--- src/mhpq_pkg.sv ---
// mhpq_pkg: shared types and codes for the max-heap priority queue
// used by mhpq_ctrl, mhpq_dp and max_heap_priority_queue; depends on nothing

package mhpq_pkg;

    localparam int DATA_W  = 32;
    localparam int COUNT_W = 8;

    localparam logic REQ_INSERT = 1'b0;
    localparam logic REQ_REMOVE = 1'b1;

    typedef enum logic [1:0] {
        STAT_OK    = 2'd0,
        STAT_EMPTY = 2'd1,
        STAT_FULL  = 2'd2
    } status_t;

    typedef enum logic [3:0] {
        OP_NONE,
        OP_INS,
        OP_REM,
        OP_REJECT,
        OP_UP_READ,
        OP_UP_MOVE,
        OP_LAST_LOAD,
        OP_DN_READ,
        OP_DN_LEFT,
        OP_DN_RIGHT,
        OP_PLACE
    } op_t;

    typedef struct packed {
        op_t     op;
        logic    respond;
        status_t code;
    } ctrl_cmd_t;

    typedef struct packed {
        logic count_zero;
        logic full;
        logic at_root;
        logic val_gt_parent;
        logic leaf;
        logic left_wins;
        logic right_wins;
    } dp_stat_t;

endpackage

--- src/mhpq_ctrl.sv ---
// mhpq_ctrl: request sequencer for the heap, issues datapath commands
// depends on mhpq_pkg

module mhpq_ctrl (
    input  logic                clk,
    input  logic                rst_n,
    input  logic                start,
    input  logic                req_type,
    input  mhpq_pkg::dp_stat_t  stat,
    output logic                busy,
    output mhpq_pkg::ctrl_cmd_t cmd
);

    typedef enum logic [5:0] {
        S_IDLE     = 6'b000001,
        S_UP_ISSUE = 6'b000010,
        S_UP_CMP   = 6'b000100,
        S_LAST     = 6'b001000,
        S_DN_ISSUE = 6'b010000,
        S_DN_CMP   = 6'b100000
    } state_t;

    state_t state_reg;
    state_t state_next;

    always_ff @(posedge clk or negedge rst_n)
    begin
        if (!rst_n)
        begin
            state_reg <= S_IDLE;
        end
        else
        begin
            state_reg <= state_next;
        end
    end

    assign busy = (state_reg != S_IDLE);

    always_comb
    begin
        state_next  = state_reg;
        cmd.op      = mhpq_pkg::OP_NONE;
        cmd.respond = 1'b0;
        cmd.code    = mhpq_pkg::STAT_OK;
        case (state_reg)
            S_IDLE:
            begin
                if (start)
                begin
                    if (req_type == mhpq_pkg::REQ_INSERT)
                    begin
                        if (stat.full)
                        begin
                            cmd.op      = mhpq_pkg::OP_REJECT;
                            cmd.respond = 1'b1;
                            cmd.code    = mhpq_pkg::STAT_FULL;
                        end
                        else
                        begin
                            cmd.op     = mhpq_pkg::OP_INS;
                            state_next = S_UP_ISSUE;
                        end
                    end
                    else
                    begin
                        if (stat.count_zero)
                        begin
                            cmd.op      = mhpq_pkg::OP_REJECT;
                            cmd.respond = 1'b1;
                            cmd.code    = mhpq_pkg::STAT_EMPTY;
                        end
                        else
                        begin
                            cmd.op     = mhpq_pkg::OP_REM;
                            state_next = S_LAST;
                        end
                    end
                end
            end
            S_UP_ISSUE:
            begin
                if (stat.at_root)
                begin
                    cmd.op      = mhpq_pkg::OP_PLACE;
                    cmd.respond = 1'b1;
                    state_next  = S_IDLE;
                end
                else
                begin
                    cmd.op     = mhpq_pkg::OP_UP_READ;
                    state_next = S_UP_CMP;
                end
            end
            S_UP_CMP:
            begin
                if (stat.val_gt_parent)
                begin
                    cmd.op     = mhpq_pkg::OP_UP_MOVE;
                    state_next = S_UP_ISSUE;
                end
                else
                begin
                    cmd.op      = mhpq_pkg::OP_PLACE;
                    cmd.respond = 1'b1;
                    state_next  = S_IDLE;
                end
            end
            S_LAST:
            begin
                if (stat.count_zero)
                begin
                    cmd.respond = 1'b1;
                    state_next  = S_IDLE;
                end
                else
                begin
                    cmd.op     = mhpq_pkg::OP_LAST_LOAD;
                    state_next = S_DN_ISSUE;
                end
            end
            S_DN_ISSUE:
            begin
                if (stat.leaf)
                begin
                    cmd.op      = mhpq_pkg::OP_PLACE;
                    cmd.respond = 1'b1;
                    state_next  = S_IDLE;
                end
                else
                begin
                    cmd.op     = mhpq_pkg::OP_DN_READ;
                    state_next = S_DN_CMP;
                end
            end
            S_DN_CMP:
            begin
                if (stat.right_wins)
                begin
                    cmd.op     = mhpq_pkg::OP_DN_RIGHT;
                    state_next = S_DN_ISSUE;
                end
                else if (stat.left_wins)
                begin
                    cmd.op     = mhpq_pkg::OP_DN_LEFT;
                    state_next = S_DN_ISSUE;
                end
                else
                begin
                    cmd.op      = mhpq_pkg::OP_PLACE;
                    cmd.respond = 1'b1;
                    state_next  = S_IDLE;
                end
            end
            default:
            begin
                state_next = S_IDLE;
            end
        endcase
    end

endmodule

--- config.mk ---
export PLATFORM = sky130hd
export DESIGN_NAME = mhpq_ctrl
export DESIGN_NICKNAME = d
export VERILOG_FILES = /design/src/mhpq_pkg.sv /design/src/mhpq_ctrl.sv
export SDC_FILE = /design/constraint.sdc
export NUM_CORES = 1
export LEC_CHECK = 0
export ABC_AREA = 1
export BUFFER_PORTS_ARGS = -buffer_cell sky130_fd_sc_hd__clkbuf_2
export CORE_AREA = 2 2 39 41
export CTS_CLUSTER_SIZE = 40
export DETAILED_ROUTE_END_ITERATION = 8
export DIE_AREA = 0 0 41 43
export PLACE_DENSITY = 0.74
export SLEW_MARGIN = 20
export SYNTH_ARGS = -nofsm -noshare
export SYNTH_HDL_FRONTEND = slang
export SYNTH_SLANG_ARGS = --single-unit
--- constraint.sdc ---
create_clock -name clk -period 1.45 [get_ports clk]
set_input_delay 0.145 -clock clk [delete_from_list [all_inputs] [get_ports clk]]
set_output_delay 0.145 -clock clk [all_outputs]
set_load 0.01 [all_outputs]
==> results.md <==
- Required time of the worst setup path: 1.31 ns
- Slowest-stage cell, CP: dfrtp_1
- Max Slew Vio Count: 0
- DPL Wire Length: 1030 um
- Global-route wire length before repair: 2120 um
- WL met1: 612 um
- Per-cell routed wire length: 11.7 um
- Drt drc: 0
- Clk network pwr share: 13.9%
- Synth Net Count: 88
- Final instance area: 767 um2
- Worst skew pair latency: 0.26 ns
- Clock-pin slew of the registers on the worst-case setup and hold paths: 0.05 ns
- Switching portion of total power: 45.1%
- Layout cells sized above 1: 48.6%
- Cell Chain, Critical Path: nor2_4 -> buf_4 -> nand3_2 -> nor2_1 -> a31oi_1 -> nand2_1 -> buf_2
- Die area: 1760 um2
- VDD IR-drop max: 0.000881 V
- RSZ-0062 raised after global routing: yes
- Outcome: finished with violations
- P per Cell Area: 1600 nW/um2
- # IOs: 19
- Final Hold Violating Endpoints: 0
- Setup ws final: -0.232 ns
- Synth Register Bits: 6
- Vias in the first global route: 534
- RD Place Congestion: 0.887
- CORE AREA: 1380 um2
- Initial antenna violation count: 0
- Fillers: 153
- Worst setup path class: flip-flop to output port
- Commonest non-fill, non-tap cells in the layout: clkbuf_2, nand2_1, nor2_1
- Layout area overhead: 46.3%
- Crit end category: output port
- Gate power share: 62.5%
- Post-Syn Area: 524 um2
- Sequential Power Share: 23.5%
- Crit path largest cell delay: 0.41 ns
- Number of flip-flops in the largest register: 6
- Vias per cell: 5.07
- Pint: 674 uW
- IO Port Bufs: 18
- Avg Inst Size Synth: 6.81 um2
- Fmax: 594 MHz
- Worst min-delay path class: input port to flip-flop
- CTS Buf Count: 3
- Post-Synthesis Cells: 77
- Clock sink total: 6
- Clock skew: 0.0149 ns
- DRT iter0 DRCs: 7
- CTS max path bufs: 2
- Die Width: 41 um
- Chip height: 43 um
- Clock tree root buffer cell: clkbuf_4
- Met3 Routed Length: 98 um
- Total power: 1.23 mW
- Final Cycle Share: 116%
- Period minus WS final: 1.68 ns
- N_diodes: 0
- Total track usage: 17.9%
- Switching power: 553 uW
- ANT nets after route: 0
- Hold_ws: 0.0866 ns
- Fin Setup TNS: -1.30 ns
- Maximum number of pins on one net before global-route repair: 9
- Drt first pass iters: 4
- Violated checks: setup timing
- Startpoint types: flip-flop
- CTS tree: built
- Sequential-to-total area share from yosys stat: 28.9%
- Synth unique cells: 20
- Overflow after GRT: 0
- Slew @ Worst Pin: 0.215 ns
- Wire length on met2: 710 um
- Vias: 623
- Row Count: 14
- Slew headroom: 85.6%
- Max cap viols: 0
- Final setup fails: 8
- Arr. time, crit path: 1.54 ns
- DP Area: 649 um2
- H-tree depth: 1
- Highest routed layer: met4
- Pre-CTS WS: 0.0131 ns
- Initial core utilization: 37.9%
- Leakage: 0.419 nW
- Nets@finish: 119
- Maximum fanout along the worst path: 8
- Total wire length: 1440 um
- Most common cell after layout, fill and taps aside: clkbuf_2
- Total number of yosys warnings: 0
## through the flow
| step | utilization (%) | cells |
|---|---|---|
| 5_1_grt | 55.4 | 123 |
| 4_1_cts | 52.2 | 121 |
| 2_1_floorplan | - | 77 |
| 6_report | 55.4 | 123 |
| 3_3_place_gp | 46.9 | 113 |
| 3_5_place_dp | 46.9 | 113 |
## logic make-up (layout without fill, tap and decap cells)
| kind of cell | Yosys count | after routing | share of synthesized area (%) |
|---|---|---|---|
| AO/OA/AOI/OAI | 8 | 8 | 9.07 |
| buffers and inverters | 11 | 40 | 7.88 |
| AND/OR/NAND/NOR | 52 | 53 | 54.2 |
| flip-flops | 6 | 6 | 28.9 |
## metal layers
layer	vias to the layer above	global-route usage, %
met5	-	0
met4	0	6.00
met1	275	20.8
met3	2	8.90
met2	23	27.5
li1	323	-
## final cells by class
| class | instances | area, um2 | share of cell area, % |
|---|---|---|---|
| Timing Repair Buffer | 25 | 151 | 19.7 |
| Inverter | 11 | 41.3 | 5.38 |
| Clock buffer | 4 | 26.3 | 3.43 |
| Sequential cell | 6 | 154 | 20.1 |
| Tap cell | 16 | 20.0 | 2.61 |
| Multi-Input combinational cell | 61 | 374 | 48.8 |
## power groups by stage
stage               clock (mW)  combinational, mW  sequential, mW
floorplan                    0              0.418           0.275
global placement             0              0.611           0.278
detailed placement           0              0.617           0.280
CTS                      0.179              0.687           0.282
global route             0.199              0.840           0.293
finish                   0.171              0.767           0.289
## cell usage after synthesis
cell type	instances	area share [%]
inv_2	2	1.4
nand3_1	9	8.6
nor2_1	14	10
o21ai_0	3	2.9
nand2_1	11	7.9
nand4_1	7	8.4
nand3_2	2	3.8
nor2_2	2	2.4
a21oi_1	1	0.95
nor2_4	4	8.6
dfstp_2	1	5.0
dfrtp_1	5	24
and2_1	1	1.2
a31oi_1	1	1.2
o21ai_1	1	0.95
a21oi_2	1	1.7
inv_1	9	6.4
or2_1	1	1.2
nand3b_2	1	2.1
o21a_1	1	1.4
## worst max-delay path: cells and delay by family (launching register included)
family / cells / cell delay (ns)
flops: 1 / 0.41
compound gates: 1 / 0.06
buf+inv: 2 / 0.27
simple gates: 4 / 0.53
## final timing paths
kind,from,endpoint,slack (ns),cells after the start
setup reg to reg,state_reg[2],state_reg[0],0.06,7
max in group asynchronous,rst_n,state_reg[0],0.98,2
setup / recovery,state_reg[2],cmd[3],-0.23,7
min in group asynchronous,rst_n,state_reg[2],0.23,2
hold / removal,stat[4],state_reg[2],0.09,2
hold reg to reg,state_reg[0],state_reg[3],0.70,4
## timing repair
item | 4_1_cts | 5_1_grt
cloned | 1 | 0
hold endpoints to repair | 6 | 0
pin swaps | 6 | 4
hold buffers | 1 | 0
endpoints found under the setup margin | 8 | 8
buffers inserted | 2 | 2
resized for setup | 7 | 12
Power figures use the tool's default switching activity.
